### src/hw/rtl/edtm_pkg.sv
// Shared types, constants and decode helpers for the EDID timing mode extractor.
// No dependencies; edtm_front, edtm_back, the top level and the testbench import this package.
package edtm_pkg;

    localparam int BLOCK_BYTES      = 128;
    localparam int DESCRIPTOR_COUNT = 4;
    localparam int ADDR_W           = $clog2(BLOCK_BYTES);
    localparam int BUF_BYTES        = 18;
    localparam int BUF_IDX_W        = $clog2(BUF_BYTES + 1);

    localparam logic [ADDR_W-1:0] EST_START  = ADDR_W'(8'h23);
    localparam logic [ADDR_W-1:0] STD_START  = ADDR_W'(8'h26);
    localparam logic [ADDR_W-1:0] DESC_START = ADDR_W'(8'h36);
    localparam logic [ADDR_W-1:0] DESC_SIZE  = ADDR_W'(18);
    localparam logic [7:0]        TAG_STD_LIST = 8'hfa;

    localparam logic [1:0] SRC_EST  = 2'd0;
    localparam logic [1:0] SRC_STD  = 2'd1;
    localparam logic [1:0] SRC_DET  = 2'd2;
    localparam logic [1:0] SRC_DSTD = 2'd3;

    typedef struct packed {
        logic [3:0]  mode_tag;
        logic [11:0] h_pixels;
        logic [11:0] v_lines;
        logic [7:0]  refresh_hz;
        logic [19:0] pclk_khz;
        logic [11:0] h_blank;
        logic [11:0] v_blank;
        logic [9:0]  h_front_porch;
        logic [9:0]  h_sync_len;
        logic [5:0]  v_front_porch;
        logic [5:0]  v_sync_len;
        logic        last_mode;
    } mode_t;

    // front -> back: a complete block sits in the store
    typedef struct packed {
        logic blk_ready;
    } fe_stat_t;

    // back -> front
    typedef struct packed {
        logic busy;
        logic take;
    } be_stat_t;

    typedef enum logic [3:0] {
        ST_IDLE,
        ST_EST_LD,
        ST_EST_SCAN,
        ST_STD_LD,
        ST_STD_EMIT,
        ST_DSC_LD,
        ST_DSC_CHK,
        ST_DET_MUL,
        ST_DET_DIV,
        ST_DET_WAIT,
        ST_DET_EMIT,
        ST_FLUSH
    } be_state_t;

    typedef struct packed {
        logic [4:0]  bitpos;
        logic [11:0] h;
        logic [11:0] v;
        logic [7:0]  hz;
    } est_entry_t;

    function automatic est_entry_t est_entry(input logic [3:0] i);
        est_entry_t e;
        case (i)
            4'd0:    e = '{5'd23, 12'd720,  12'd400,  8'd70};
            4'd1:    e = '{5'd22, 12'd720,  12'd400,  8'd88};
            4'd2:    e = '{5'd21, 12'd640,  12'd480,  8'd60};
            4'd3:    e = '{5'd20, 12'd640,  12'd480,  8'd67};
            4'd4:    e = '{5'd19, 12'd640,  12'd480,  8'd72};
            4'd5:    e = '{5'd18, 12'd640,  12'd480,  8'd75};
            4'd6:    e = '{5'd17, 12'd800,  12'd600,  8'd56};
            4'd7:    e = '{5'd16, 12'd800,  12'd600,  8'd60};
            4'd8:    e = '{5'd15, 12'd800,  12'd600,  8'd72};
            4'd9:    e = '{5'd14, 12'd800,  12'd600,  8'd75};
            4'd10:   e = '{5'd13, 12'd832,  12'd624,  8'd75};
            4'd11:   e = '{5'd11, 12'd1024, 12'd768,  8'd60};
            4'd12:   e = '{5'd10, 12'd1024, 12'd768,  8'd70};
            4'd13:   e = '{5'd9,  12'd1024, 12'd768,  8'd75};
            4'd14:   e = '{5'd8,  12'd1280, 12'd1024, 8'd75};
            default: e = '{5'd7,  12'd1152, 12'd870,  8'd75};
        endcase
        return e;
    endfunction

    function automatic logic [ADDR_W-1:0] desc_base(input logic [1:0] d);
        logic [ADDR_W-1:0] off;
        off = ADDR_W'(DESC_SIZE * ADDR_W'(d));
        return DESC_START + off;
    endfunction

    // standard timing pair; h of 256 or less marks an unused slot
    function automatic logic std_used(input logic [7:0] b0);
        logic [11:0] h;
        h = 12'((13'(b0) + 13'd31) << 3);
        return h > 12'd256;
    endfunction

    function automatic mode_t std_mode(input logic [7:0] b0, input logic [7:0] b1,
                                       input logic [1:0] src);
        mode_t       m;
        logic [11:0] h;
        logic [13:0] h4;
        logic [31:0] p5;
        logic [13:0] h3;
        logic [15:0] h9;
        h  = 12'((13'(b0) + 13'd31) << 3);
        h4 = 14'(h) << 2;
        p5 = 32'(h4) * 32'd52429;   // x/5 for x below 2^14
        h3 = 14'(h) * 14'd3;
        h9 = 16'(h) * 16'd9;
        m = '0;
        m.mode_tag = {2'b00, src};
        m.h_pixels = h;
        case (b1[7:6])
            2'd0:    m.v_lines = h;
            2'd1:    m.v_lines = 12'(h3 >> 2);
            2'd2:    m.v_lines = 12'(p5 >> 18);
            default: m.v_lines = 12'(h9 >> 4);
        endcase
        m.refresh_hz = 8'({2'b00, b1[5:0]} + 8'd60);
        return m;
    endfunction

endpackage

### src/hw/rtl/edtm_byte_if.sv
// Input channel of the EDID timing mode extractor: one EDID byte per item.
// Depends on nothing.
interface edtm_byte_if;
    logic       valid;
    logic       ready;
    logic [7:0] edid_byte;
    logic       block_start;

    modport source (output valid, output edid_byte, output block_start, input ready);
    modport sink   (input valid, input edid_byte, input block_start, output ready);
endinterface

### src/hw/rtl/edtm_mode_if.sv
// Output channel of the EDID timing mode extractor: one display mode per item.
// Depends on nothing.
interface edtm_mode_if;
    logic        valid;
    logic        ready;
    logic [3:0]  mode_tag;
    logic [11:0] h_pixels;
    logic [11:0] v_lines;
    logic [7:0]  refresh_hz;
    logic [19:0] pclk_khz;
    logic [11:0] h_blank;
    logic [11:0] v_blank;
    logic [9:0]  h_front_porch;
    logic [9:0]  h_sync_len;
    logic [5:0]  v_front_porch;
    logic [5:0]  v_sync_len;
    logic        last_mode;

    modport source (output valid, output mode_tag, output h_pixels, output v_lines,
                    output refresh_hz, output pclk_khz, output h_blank, output v_blank,
                    output h_front_porch, output h_sync_len, output v_front_porch,
                    output v_sync_len, output last_mode, input ready);
    modport sink   (input valid, input mode_tag, input h_pixels, input v_lines,
                    input refresh_hz, input pclk_khz, input h_blank, input v_blank,
                    input h_front_porch, input h_sync_len, input v_front_porch,
                    input v_sync_len, input last_mode, output ready);
endinterface

### src/hw/rtl/edtm_ram.sv
// Generic single-write, single-read RAM with registered read data.
// Depends on nothing.
module edtm_ram #(
    parameter int WIDTH = 8,
    parameter int DEPTH = 128
) (
    input  logic                     clk,
    input  logic                     we,
    input  logic [$clog2(DEPTH)-1:0] waddr,
    input  logic [WIDTH-1:0]         wdata,
    input  logic [$clog2(DEPTH)-1:0] raddr,
    output logic [WIDTH-1:0]         rdata
);
    logic [WIDTH-1:0] mem [DEPTH];

    always_ff @(posedge clk)
    begin
        if (we)
        begin
            mem[waddr] <= wdata;
        end
        rdata <= mem[raddr];
    end
endmodule

### src/hw/rtl/edtm_front.sv
// Front end: accepts EDID bytes, writes them to the block store, flags a full block.
// Depends on edtm_pkg and edtm_byte_if.
module edtm_front (
    input  logic                         clk,
    input  logic                         rst_n,
    edtm_byte_if.sink                    byte_in,
    input  edtm_pkg::be_stat_t           be_stat,
    output edtm_pkg::fe_stat_t           fe_stat,
    output logic                         we,
    output logic [edtm_pkg::ADDR_W-1:0]  waddr,
    output logic [7:0]                   wdata
);
    import edtm_pkg::*;

    logic [ADDR_W-1:0] count_reg, count_next;
    logic              pend_reg, pend_next;
    logic              accept;
    logic [ADDR_W-1:0] idx;

    // the store is shared with the back end, so hold off while a block is decoded
    assign byte_in.ready = !pend_reg && !be_stat.busy;
    assign accept        = byte_in.valid && byte_in.ready;
    assign idx           = byte_in.block_start ? '0 : count_reg;
    assign we            = accept;
    assign waddr         = idx;
    assign wdata         = byte_in.edid_byte;
    assign fe_stat.blk_ready = pend_reg;

    always_comb
    begin
        count_next = count_reg;
        pend_next  = pend_reg && !be_stat.take;
        if (accept)
        begin
            count_next = idx + ADDR_W'(1);   // wraps to 0 after the last byte
            if (idx == ADDR_W'(BLOCK_BYTES - 1))
            begin
                pend_next = 1'b1;
            end
        end
    end

    always_ff @(posedge clk or negedge rst_n)
    begin
        if (!rst_n)
        begin
            count_reg <= '0;
            pend_reg  <= 1'b0;
        end
        else
        begin
            count_reg <= count_next;
            pend_reg  <= pend_next;
        end
    end
endmodule

### src/hw/rtl/edtm_div.sv
// Restoring divider, one quotient bit per cycle; returns the low 8 quotient bits.
// Depends on nothing.
module edtm_div (
    input  logic        clk,
    input  logic        rst_n,
    input  logic        start,
    input  logic [29:0] num,
    input  logic [25:0] den,
    output logic        done,
    output logic [7:0]  quo
);
    logic [29:0] num_reg, num_next;
    logic [29:0] q_reg, q_next;
    logic [26:0] rem_reg, rem_next;
    logic [25:0] den_reg, den_next;
    logic [4:0]  cnt_reg, cnt_next;
    logic        busy_reg, busy_next;
    logic        done_reg, done_next;
    logic [26:0] trial;

    assign trial = {rem_reg[25:0], num_reg[29]};
    assign done  = done_reg;
    assign quo   = (den_reg == '0) ? 8'd0 : q_reg[7:0];

    always_comb
    begin
        num_next  = num_reg;
        q_next    = q_reg;
        rem_next  = rem_reg;
        den_next  = den_reg;
        cnt_next  = cnt_reg;
        busy_next = busy_reg;
        done_next = 1'b0;
        if (start)
        begin
            num_next  = num;
            den_next  = den;
            rem_next  = '0;
            q_next    = '0;
            cnt_next  = '0;
            busy_next = 1'b1;
        end
        else if (busy_reg)
        begin
            num_next = num_reg << 1;
            if (trial >= {1'b0, den_reg})
            begin
                rem_next = trial - {1'b0, den_reg};
                q_next   = {q_reg[28:0], 1'b1};
            end
            else
            begin
                rem_next = trial;
                q_next   = {q_reg[28:0], 1'b0};
            end
            cnt_next = cnt_reg + 5'd1;
            if (cnt_reg == 5'd29)
            begin
                busy_next = 1'b0;
                done_next = 1'b1;
            end
        end
    end

    always_ff @(posedge clk or negedge rst_n)
    begin
        if (!rst_n)
        begin
            busy_reg <= 1'b0;
            done_reg <= 1'b0;
            cnt_reg  <= '0;
        end
        else
        begin
            busy_reg <= busy_next;
            done_reg <= done_next;
            cnt_reg  <= cnt_next;
        end
    end

    always_ff @(posedge clk)
    begin
        num_reg <= num_next;
        q_reg   <= q_next;
        rem_reg <= rem_next;
        den_reg <= den_next;
    end
endmodule

### src/hw/rtl/edtm_back.sv
// Back end: walks the stored block, decodes every mode and drives the result register.
// Depends on edtm_pkg and edtm_div.
module edtm_back (
    input  logic                         clk,
    input  logic                         rst_n,
    input  edtm_pkg::fe_stat_t           fe_stat,
    output edtm_pkg::be_stat_t           be_stat,
    output logic [edtm_pkg::ADDR_W-1:0]  raddr,
    input  logic [7:0]                   rdata,
    output logic                         out_valid,
    input  logic                         out_ready,
    output edtm_pkg::mode_t              out_mode
);
    import edtm_pkg::*;

    be_state_t           state_reg, state_next;
    logic [ADDR_W-1:0]   base_reg, base_next;
    logic [BUF_IDX_W-1:0] n_reg, n_next;
    logic [BUF_IDX_W-1:0] idx_reg, idx_next;
    logic [BUF_IDX_W-1:0] cap_reg, cap_next;
    logic                pend_reg, pend_next;
    logic [3:0]          slot_reg, slot_next;
    logic [1:0]          desc_reg, desc_next;
    logic                in_dsc_reg, in_dsc_next;
    logic [7:0]          buf_reg [BUF_BYTES];
    logic [29:0]         num_reg, num_next;
    logic [25:0]         total_reg, total_next;
    logic [7:0]          hz_reg, hz_next;
    mode_t               hold_reg, hold_next;
    logic                hold_valid_reg, hold_valid_next;
    mode_t               out_reg, out_next;
    logic                out_valid_reg, out_valid_next;

    logic                ld_done;
    logic                emit_req;
    mode_t               emit_mode;
    logic                can_emit;
    logic                out_free;
    logic                div_start;
    logic                div_done;
    logic [7:0]          div_quo;
    est_entry_t          est_e;
    logic [23:0]         est_bits;
    logic [11:0]         ha, hb, va, vb;
    logic [12:0]         hsum, vsum;
    logic [15:0]         raw_clk;
    mode_t               det_mode;

    edtm_div u_div (
        .clk   (clk),
        .rst_n (rst_n),
        .start (div_start),
        .num   (num_reg),
        .den   (total_reg),
        .done  (div_done),
        .quo   (div_quo)
    );

    assign raddr     = base_reg + ADDR_W'(idx_reg);
    assign out_free  = !out_valid_reg || out_ready;
    assign can_emit  = !hold_valid_reg || out_free;
    assign out_valid = out_valid_reg;
    assign out_mode  = out_reg;
    assign be_stat.busy = (state_reg != ST_IDLE);
    assign ld_done   = pend_reg && (cap_reg == n_reg - BUF_IDX_W'(1));

    assign est_e    = est_entry(slot_reg);
    assign est_bits = {buf_reg[0], buf_reg[1], buf_reg[2]};

    assign raw_clk = {buf_reg[1], buf_reg[0]};
    assign ha   = {buf_reg[4][7:4], buf_reg[2]};
    assign hb   = {buf_reg[4][3:0], buf_reg[3]};
    assign va   = {buf_reg[7][7:4], buf_reg[5]};
    assign vb   = {buf_reg[7][3:0], buf_reg[6]};
    assign hsum = 13'(ha) + 13'(hb);
    assign vsum = 13'(va) + 13'(vb);

    always_comb
    begin
        det_mode = '0;
        det_mode.mode_tag      = {buf_reg[17][2], buf_reg[17][1], SRC_DET};
        det_mode.h_pixels      = ha;
        det_mode.v_lines       = va;
        det_mode.refresh_hz    = hz_reg;
        det_mode.pclk_khz      = 20'(20'(raw_clk) * 20'd10);
        det_mode.h_blank       = hb;
        det_mode.v_blank       = vb;
        det_mode.h_front_porch = {buf_reg[11][7:6], buf_reg[8]};
        det_mode.h_sync_len    = {buf_reg[11][5:4], buf_reg[9]};
        det_mode.v_front_porch = {buf_reg[11][3:2], buf_reg[10][7:4]};
        det_mode.v_sync_len    = {buf_reg[11][1:0], buf_reg[10][3:0]};
    end

    always_comb
    begin
        state_next      = state_reg;
        base_next       = base_reg;
        n_next          = n_reg;
        idx_next        = idx_reg;
        cap_next        = cap_reg;
        pend_next       = 1'b0;
        slot_next       = slot_reg;
        desc_next       = desc_reg;
        in_dsc_next     = in_dsc_reg;
        num_next        = num_reg;
        total_next      = total_reg;
        hz_next         = hz_reg;
        hold_next       = hold_reg;
        hold_valid_next = hold_valid_reg;
        out_next        = out_reg;
        out_valid_next  = out_valid_reg && !out_ready;
        emit_req        = 1'b0;
        emit_mode       = '0;
        div_start       = 1'b0;
        be_stat.take    = 1'b0;

        // byte fetch from the store: one read per cycle, data arrives in the next cycle
        if (state_reg == ST_EST_LD || state_reg == ST_STD_LD || state_reg == ST_DSC_LD)
        begin
            if (idx_reg < n_reg)
            begin
                idx_next  = idx_reg + BUF_IDX_W'(1);
                pend_next = 1'b1;
            end
            if (pend_reg)
            begin
                cap_next = cap_reg + BUF_IDX_W'(1);
            end
        end

        unique case (state_reg)
            ST_IDLE:
            begin
                if (fe_stat.blk_ready)
                begin
                    be_stat.take = 1'b1;
                    base_next  = EST_START;
                    n_next     = BUF_IDX_W'(3);
                    idx_next   = '0;
                    cap_next   = '0;
                    state_next = ST_EST_LD;
                end
            end
            ST_EST_LD:
            begin
                if (ld_done)
                begin
                    slot_next  = '0;
                    state_next = ST_EST_SCAN;
                end
            end
            ST_EST_SCAN:
            begin
                emit_mode            = '0;
                emit_mode.mode_tag   = {2'b00, SRC_EST};
                emit_mode.h_pixels   = est_e.h;
                emit_mode.v_lines    = est_e.v;
                emit_mode.refresh_hz = est_e.hz;
                emit_req = est_bits[est_e.bitpos];
                if (!emit_req || can_emit)
                begin
                    if (slot_reg == 4'd15)
                    begin
                        slot_next   = '0;
                        in_dsc_next = 1'b0;
                        base_next   = STD_START;
                        n_next      = BUF_IDX_W'(2);
                        idx_next    = '0;
                        cap_next    = '0;
                        state_next  = ST_STD_LD;
                    end
                    else
                    begin
                        slot_next = slot_reg + 4'd1;
                    end
                end
            end
            ST_STD_LD:
            begin
                if (ld_done)
                begin
                    state_next = ST_STD_EMIT;
                end
            end
            ST_STD_EMIT:
            begin
                emit_mode = std_mode(buf_reg[0], buf_reg[1], in_dsc_reg ? SRC_DSTD : SRC_STD);
                emit_req  = std_used(buf_reg[0]);
                if (!emit_req || can_emit)
                begin
                    if (slot_reg == (in_dsc_reg ? 4'd5 : 4'd7))
                    begin
                        if (!in_dsc_reg)
                        begin
                            desc_next  = '0;
                            base_next  = desc_base(2'd0);
                            n_next     = BUF_IDX_W'(BUF_BYTES);
                            idx_next   = '0;
                            cap_next   = '0;
                            state_next = ST_DSC_LD;
                        end
                        else if (desc_reg == 2'(DESCRIPTOR_COUNT - 1))
                        begin
                            state_next = ST_FLUSH;
                        end
                        else
                        begin
                            desc_next  = desc_reg + 2'd1;
                            base_next  = desc_base(desc_reg + 2'd1);
                            n_next     = BUF_IDX_W'(BUF_BYTES);
                            idx_next   = '0;
                            cap_next   = '0;
                            state_next = ST_DSC_LD;
                        end
                    end
                    else
                    begin
                        slot_next  = slot_reg + 4'd1;
                        base_next  = base_reg + ADDR_W'(2);
                        idx_next   = '0;
                        cap_next   = '0;
                        state_next = ST_STD_LD;
                    end
                end
            end
            ST_DSC_LD:
            begin
                if (ld_done)
                begin
                    state_next = ST_DSC_CHK;
                end
            end
            ST_DSC_CHK:
            begin
                if (buf_reg[0] == 8'd0 && buf_reg[1] == 8'd0)
                begin
                    if (buf_reg[3] == TAG_STD_LIST)
                    begin
                        in_dsc_next = 1'b1;
                        slot_next   = '0;
                        base_next   = desc_base(desc_reg) + ADDR_W'(5);
                        n_next      = BUF_IDX_W'(2);
                        idx_next    = '0;
                        cap_next    = '0;
                        state_next  = ST_STD_LD;
                    end
                    else if (desc_reg == 2'(DESCRIPTOR_COUNT - 1))
                    begin
                        state_next = ST_FLUSH;
                    end
                    else
                    begin
                        desc_next  = desc_reg + 2'd1;
                        base_next  = desc_base(desc_reg + 2'd1);
                        idx_next   = '0;
                        cap_next   = '0;
                        state_next = ST_DSC_LD;
                    end
                end
                else
                begin
                    state_next = ST_DET_MUL;
                end
            end
            ST_DET_MUL:
            begin
                // pixel clock in units of 10 kHz times 10000 gives Hz times 1000/1000
                num_next   = 30'(30'(raw_clk) * 30'd10000);
                total_next = 26'(26'(hsum) * 26'(vsum));
                state_next = ST_DET_DIV;
            end
            ST_DET_DIV:
            begin
                div_start  = 1'b1;
                state_next = ST_DET_WAIT;
            end
            ST_DET_WAIT:
            begin
                if (div_done)
                begin
                    hz_next    = div_quo;
                    state_next = ST_DET_EMIT;
                end
            end
            ST_DET_EMIT:
            begin
                emit_mode = det_mode;
                emit_req  = 1'b1;
                if (can_emit)
                begin
                    if (desc_reg == 2'(DESCRIPTOR_COUNT - 1))
                    begin
                        state_next = ST_FLUSH;
                    end
                    else
                    begin
                        desc_next  = desc_reg + 2'd1;
                        base_next  = desc_base(desc_reg + 2'd1);
                        n_next     = BUF_IDX_W'(BUF_BYTES);
                        idx_next   = '0;
                        cap_next   = '0;
                        state_next = ST_DSC_LD;
                    end
                end
            end
            ST_FLUSH:
            begin
                if (!hold_valid_reg)
                begin
                    state_next = ST_IDLE;
                end
                else if (out_free)
                begin
                    out_next           = hold_reg;
                    out_next.last_mode = 1'b1;
                    out_valid_next     = 1'b1;
                    hold_valid_next    = 1'b0;
                    state_next         = ST_IDLE;
                end
            end
            default:
            begin
                state_next = ST_IDLE;
            end
        endcase

        // one mode is held back so the final one can carry last_mode
        if (emit_req && can_emit)
        begin
            if (hold_valid_reg)
            begin
                out_next       = hold_reg;
                out_valid_next = 1'b1;
            end
            hold_next       = emit_mode;
            hold_valid_next = 1'b1;
        end
    end

    always_ff @(posedge clk or negedge rst_n)
    begin
        if (!rst_n)
        begin
            state_reg      <= ST_IDLE;
            idx_reg        <= '0;
            cap_reg        <= '0;
            pend_reg       <= 1'b0;
            hold_valid_reg <= 1'b0;
            out_valid_reg  <= 1'b0;
        end
        else
        begin
            state_reg      <= state_next;
            idx_reg        <= idx_next;
            cap_reg        <= cap_next;
            pend_reg       <= pend_next;
            hold_valid_reg <= hold_valid_next;
            out_valid_reg  <= out_valid_next;
        end
    end

    always_ff @(posedge clk)
    begin
        base_reg   <= base_next;
        n_reg      <= n_next;
        slot_reg   <= slot_next;
        desc_reg   <= desc_next;
        in_dsc_reg <= in_dsc_next;
        num_reg    <= num_next;
        total_reg  <= total_next;
        hz_reg     <= hz_next;
        hold_reg   <= hold_next;
        out_reg    <= out_next;
        if (pend_reg)
        begin
            buf_reg[cap_reg[$clog2(BUF_BYTES)-1:0]] <= rdata;
        end
    end
endmodule

### src/hw/rtl/edid_timing_mode_extractor.sv
// Top level of the EDID timing mode extractor: front end, block store, back end.
// Depends on edtm_pkg, edtm_byte_if, edtm_mode_if, edtm_ram, edtm_front, edtm_back.
//
// Feed a 128-byte EDID base block one byte per item; block_start restarts the byte
// count at zero, and after byte 127 the count wraps by itself. Each accepted byte is
// written into the block store. Once the last byte lands, the back end walks the store
// and emits every mode in file order: established timings, the 8 standard slots
// (unused slots dropped), then the 4 descriptors (detailed timing or an 0xFA list of
// six standard timings; other descriptors give no mode). last_mode marks the final
// mode; a block with no modes emits nothing. While a block is being decoded the input
// stays not ready. Decode time is set by the single read port of the store (one byte
// per cycle) and by the refresh divider, which runs 30 iterations per detailed
// descriptor. The back end starts, loads and scans the established timings, then the
// standard slots, then each descriptor, and flushes the held mode at the end.
// No checksum is checked.
module edid_timing_mode_extractor (
    input  logic        clk,
    input  logic        rst_n,
    edtm_byte_if.sink   byte_in,
    edtm_mode_if.source mode_out
);
    import edtm_pkg::*;

    fe_stat_t          fe_stat;
    be_stat_t          be_stat;
    logic              we;
    logic [ADDR_W-1:0] waddr;
    logic [7:0]        wdata;
    logic [ADDR_W-1:0] raddr;
    logic [7:0]        rdata;
    mode_t             mode;

    edtm_front u_front (
        .clk     (clk),
        .rst_n   (rst_n),
        .byte_in (byte_in),
        .be_stat (be_stat),
        .fe_stat (fe_stat),
        .we      (we),
        .waddr   (waddr),
        .wdata   (wdata)
    );

    // block store, written by the front end, read by the back end
    edtm_ram #(
        .WIDTH (8),
        .DEPTH (BLOCK_BYTES)
    ) u_store (
        .clk   (clk),
        .we    (we),
        .waddr (waddr),
        .wdata (wdata),
        .raddr (raddr),
        .rdata (rdata)
    );

    edtm_back u_back (
        .clk       (clk),
        .rst_n     (rst_n),
        .fe_stat   (fe_stat),
        .be_stat   (be_stat),
        .raddr     (raddr),
        .rdata     (rdata),
        .out_valid (mode_out.valid),
        .out_ready (mode_out.ready),
        .out_mode  (mode)
    );

    assign mode_out.mode_tag      = mode.mode_tag;
    assign mode_out.h_pixels      = mode.h_pixels;
    assign mode_out.v_lines       = mode.v_lines;
    assign mode_out.refresh_hz    = mode.refresh_hz;
    assign mode_out.pclk_khz      = mode.pclk_khz;
    assign mode_out.h_blank       = mode.h_blank;
    assign mode_out.v_blank       = mode.v_blank;
    assign mode_out.h_front_porch = mode.h_front_porch;
    assign mode_out.h_sync_len    = mode.h_sync_len;
    assign mode_out.v_front_porch = mode.v_front_porch;
    assign mode_out.v_sync_len    = mode.v_sync_len;
    assign mode_out.last_mode     = mode.last_mode;

    // store is never written while the back end reads it
    assert property (@(posedge clk) disable iff (!rst_n) we |-> !be_stat.busy)
        else $error("store written during decode");

    // the back end only takes a block the front end has flagged
    assert property (@(posedge clk) disable iff (!rst_n) be_stat.take |-> fe_stat.blk_ready)
        else $error("decode started without a complete block");

    // the last byte of a block closes the input on the next cycle
    assert property (@(posedge clk) disable iff (!rst_n)
        (we && waddr == ADDR_W'(BLOCK_BYTES - 1)) |=> !byte_in.ready)
        else $error("input still open after a complete block");
endmodule

### src/flat_wrapper.sv
// flat-port wrapper written by rule: the top's interface ports become plain ports
module edid_timing_mode_extractor_flat import edtm_pkg::*;
  (clk, rst_n, byte_in_valid, byte_in_edid_byte, byte_in_block_start, byte_in_ready, mode_out_valid, mode_out_mode_tag, mode_out_h_pixels, mode_out_v_lines, mode_out_refresh_hz, mode_out_pclk_khz, mode_out_h_blank, mode_out_v_blank, mode_out_h_front_porch, mode_out_h_sync_len, mode_out_v_front_porch, mode_out_v_sync_len, mode_out_last_mode, mode_out_ready);
  edtm_byte_if byte_in_i ();
  edtm_mode_if mode_out_i ();
  input  logic clk;
  input  logic rst_n;
  input wire logic [$bits(byte_in_i.valid)-1:0] byte_in_valid;
  input wire logic [$bits(byte_in_i.edid_byte)-1:0] byte_in_edid_byte;
  input wire logic [$bits(byte_in_i.block_start)-1:0] byte_in_block_start;
  output wire logic [$bits(byte_in_i.ready)-1:0] byte_in_ready;
  output wire logic [$bits(mode_out_i.valid)-1:0] mode_out_valid;
  output wire logic [$bits(mode_out_i.mode_tag)-1:0] mode_out_mode_tag;
  output wire logic [$bits(mode_out_i.h_pixels)-1:0] mode_out_h_pixels;
  output wire logic [$bits(mode_out_i.v_lines)-1:0] mode_out_v_lines;
  output wire logic [$bits(mode_out_i.refresh_hz)-1:0] mode_out_refresh_hz;
  output wire logic [$bits(mode_out_i.pclk_khz)-1:0] mode_out_pclk_khz;
  output wire logic [$bits(mode_out_i.h_blank)-1:0] mode_out_h_blank;
  output wire logic [$bits(mode_out_i.v_blank)-1:0] mode_out_v_blank;
  output wire logic [$bits(mode_out_i.h_front_porch)-1:0] mode_out_h_front_porch;
  output wire logic [$bits(mode_out_i.h_sync_len)-1:0] mode_out_h_sync_len;
  output wire logic [$bits(mode_out_i.v_front_porch)-1:0] mode_out_v_front_porch;
  output wire logic [$bits(mode_out_i.v_sync_len)-1:0] mode_out_v_sync_len;
  output wire logic [$bits(mode_out_i.last_mode)-1:0] mode_out_last_mode;
  input wire logic [$bits(mode_out_i.ready)-1:0] mode_out_ready;
  assign byte_in_i.valid = byte_in_valid;
  assign byte_in_i.edid_byte = byte_in_edid_byte;
  assign byte_in_i.block_start = byte_in_block_start;
  assign byte_in_ready = byte_in_i.ready;
  assign mode_out_valid = mode_out_i.valid;
  assign mode_out_mode_tag = mode_out_i.mode_tag;
  assign mode_out_h_pixels = mode_out_i.h_pixels;
  assign mode_out_v_lines = mode_out_i.v_lines;
  assign mode_out_refresh_hz = mode_out_i.refresh_hz;
  assign mode_out_pclk_khz = mode_out_i.pclk_khz;
  assign mode_out_h_blank = mode_out_i.h_blank;
  assign mode_out_v_blank = mode_out_i.v_blank;
  assign mode_out_h_front_porch = mode_out_i.h_front_porch;
  assign mode_out_h_sync_len = mode_out_i.h_sync_len;
  assign mode_out_v_front_porch = mode_out_i.v_front_porch;
  assign mode_out_v_sync_len = mode_out_i.v_sync_len;
  assign mode_out_last_mode = mode_out_i.last_mode;
  assign mode_out_i.ready = mode_out_ready;
  edid_timing_mode_extractor u_core (.clk(clk), .rst_n(rst_n), .byte_in(byte_in_i), .mode_out(mode_out_i));
endmodule
### config.mk
export PLATFORM = sky130hd
export DESIGN_NAME = edid_timing_mode_extractor_flat
export DESIGN_NICKNAME = d
export VERILOG_FILES = /design/src/hw/rtl/edtm_pkg.sv /design/src/hw/rtl/edtm_byte_if.sv /design/src/hw/rtl/edtm_mode_if.sv /design/src/hw/rtl/edtm_ram.sv /design/src/hw/rtl/edtm_front.sv /design/src/hw/rtl/edtm_div.sv /design/src/hw/rtl/edtm_back.sv /design/src/hw/rtl/edid_timing_mode_extractor.sv /design/src/flat_wrapper.sv
export SDC_FILE = /design/constraint.sdc
export NUM_CORES = 2
export LEC_CHECK = 0
export BUFFER_PORTS_ARGS = -buffer_cell sky130_fd_sc_hd__buf_2
export CORE_MARGIN = 2
export CORE_UTILIZATION = 50
export DETAILED_ROUTE_END_ITERATION = 8
export PLACE_DENSITY = 0.74
export SYNTH_ARGS = -nofsm -noshare
export SYNTH_HDL_FRONTEND = slang
export SYNTH_SLANG_ARGS = --single-unit
### constraint.sdc
create_clock -name clk -period 21.6 [get_ports clk]
set_clock_uncertainty 0.05 [all_clocks]
set_input_delay 1.08 -clock clk [delete_from_list [all_inputs] [get_ports clk]]
set_output_delay 1.08 -clock clk [all_outputs]
set_load 0.01 [all_outputs]
==> metrics.txt <==
pin count of the biggest net entering global routing=132; hold buffers post-CTS=0; Final ANT Viol Nets=0; Via density=5.81; Post-synth EDFFs=approximately 1500; flop-to-flop setup slack=13.42 ns; vias in the first global route=41300; Unique masters post-synth=84; Place WS=13.47 ns; DRT Pass-1 Iters=6; IO buf count=127; CP arrival=8.65 ns; period utilization=0.379; worst reg2reg path startpoint=u_core.u_back.buf_reg[2][0]$_DFFE_PP_; Remaining DRCs=0; Synth Register Bits=1578; die height=a little under 400 um; cts repair resizes=0; Slew HR=0.122; CTS root buf=clkbuf_16; Starting Density=0.502; ys async rst share=0.0203; Layout area overhead=10.4%; fmax=0.122 GHz; CTS H-tree lvls=4; Synth Warn #=0; IO Pins=roughly 130; status=finished clean; Slew @ Worst Pin=1.31 ns; max-capacitance violation count=0; CTS tree=done; layout cells sized above 1=0.153; Cell Area, Placed=just under 80000 sq um; CTS Buf Count=152; row count=142; Clock transition at path regs=0.06 ns; Mean Syn Cell Area=15.5 sq um; Detailed Place HPWL=109000 um; final WL=168000 um; Final Hold Vio Count=0; Final Util=0.554; area of the core=approximately 150000 sq um; Critical Path RT=22.07 ns; crit path max fanout=13; Setup CP Type=flip-flop to flip-flop; Clk Latency, worst-skew pair=around 0.81 ns; Hold Startpoint=u_core.u_back.total_reg[10]$_DFFE_PP_; Post-Syn Nets=around 5400; Gate Count Post-Synth=between 4000 and 5000; startpoint types=flip-flop; slowest stage delay, CP=0.54 ns; crit path launch=u_core.u_back.buf_reg[2][0]$_DFFE_PP_; Main synth FF type=edfxtp_1; Vias=41300; cell area after layout=82800 sq um; first-pass GRT wire length=about 250000 um; worst min path class=flip-flop to flip-flop; Avg WL per Cell=23.6 um; Setup TNS Final=0 ns; antenna violations before repair=6; unrepaired setup endpoints after global routing=no; Crit. End Element=flip-flop; RD Place Congestion=approximately 0.89; setup ws final=13.42 ns; setup bufs post-CTS=0; max reg flops=slightly above 1000; final worst path period need=between 8 and 9 ns; most frequent CP cell=fa_1; Remaining Overflow, GRT=0; sequential share of the synthesized area=0.621; post-layout net count=5516; Longest Clk Path Bufs=3; Slew Limit Fails=0; Final setup violation count=0; die area=approximately 150000 sq um; Starting DRT DRC Count=between 4000 and 5000; critical path's slowest cell=fa_1; GR Util All Layers=0.222; Post-Syn Area=75000 sq um; die width=391 um; Sink Count=1578; n_diodes=0
-- cell families after synthesis --
| group | after synthesis | share of synthesized area |
|---|---|---|
| compound gates | 509 | 0.0439 |
| xor+xnor | 154 | 0.0180 |
| fa+ha+maj | 533 | 0.108 |
| buf+inv | 598 | 0.0313 |
| flops | 1578 | 0.621 |
| mux | 388 | 0.109 |
| simple gates | 1072 | 0.0694 |
-- cells in the mapped netlist, drive strengths merged, types with 9 or more instances --
master / n / area, sq um
nor2b: 39 / 244
a221o: 10 / 100
mux2: 15 / 173
nand2: 300 / 1130
nor4: 11 / 68.8
a22oi: 17 / 128
a221oi: 13 / 114
a21oi: 152 / 772
nor3b: 9 / 72.6
buf: 62 / 337
nand4: 20 / 125
mux2i: 32 / 320
xor2: 58 / 508
a211oi: 17 / 128
inv: 402 / 1510
dfxtp: 69 / 1380
xnor2: 96 / 841
dfrtp: 32 / 801
o21a: 10 / 75.1
o21ai: 110 / 551
a31oi: 11 / 68.8
clkbuf: 134 / 504
o211ai: 12 / 90.1
ha: 345 / 4320
fa: 188 / 3760
nor3: 44 / 225
nor2: 279 / 1050
mux4: 341 / 7680
a21o: 50 / 375
nand3: 42 / 210
and2: 188 / 1180
nand2b: 34 / 213
o31ai: 11 / 82.6
o21bai: 29 / 218
edfxtp: 1477 / 44400
and3: 82 / 513
-- per-stage QoR --
stage	cells	hold slack, ns
floorplan	4832	0.350
global placement	6832	0.353
detailed placement	6832	0.355
CTS	7109	0.356
global route	7109	0.374
finish	7109	0.351
-- worst max-delay path: cells and delay by family (launching register included) --
kind	cells	cell delay (ns)
fa+ha+maj	8	3.51
compound gates	13	2.88
xor+xnor	2	0.61
flops	1	0.42
simple gates	2	0.27
buf+inv	3	0.14
-- worst paths after layout --
check                                                              to  cells past startpoint
setup / recovery                u_core.u_back.total_reg[25]$_DFFE_PP_                     28
hold / removal              u_core.u_back.u_div.den_reg[10]$_DFFE_PP_                      0
setup reg to reg                u_core.u_back.total_reg[25]$_DFFE_PP_                     28
hold reg to reg             u_core.u_back.u_div.den_reg[10]$_DFFE_PP_                      0
max in group asynchronous      u_core.u_back.u_div.busy_reg$_DFF_PN0_                      1
min in group asynchronous  u_core.u_back.u_div.cnt_reg[4]$_DFFE_PN0P_                      1
-- cells in the final DEF (no fill, tap or decap), types with 57 or more instances in the layout --
cell and count:
xor2_1 57, clkbuf_16 153, dfxtp_1 69, and3_1 82, mux4_2 341, buf_4 60, a21oi_1 151, fa_1 187
ha_1 344, buf_2 119, edfxtp_1 1477, xnor2_1 93, nor2_1 274, nand2_1 300, o21ai_0 108, inv_1 400
and2_1 188
-- cell type report --
cell class | count | area [sq um]
Clock buffer | 202 | 4040
Clock inverter | 75 | 852
Fill cell | 11500 | 66700
Inverter | 402 | 1510
Multi-Input combinational cell | 2656 | 26200
Sequential cell | 1578 | 46500
Tap cell | 2016 | 2520
Timing Repair Buffer | 180 | 1070
-- per-layer routing --
metal / vias to the layer above / part of all wire / global-route usage / routed length [um]
li1: 18300 / - / - / -
met1: 21000 / 0.40 / 0.300 / 67100
met2: 1756 / 0.49 / 0.363 / 82500
met3: 335 / 0.075 / 0.0384 / 12600
met4: 6 / 0.034 / 0.0774 / 5650
met5: - / 0.00024 / 0 / 41
Power is left out: the tool's default activity adds up to more than one toggle a clock period on the data nets, which glitch-free logic cannot reach.
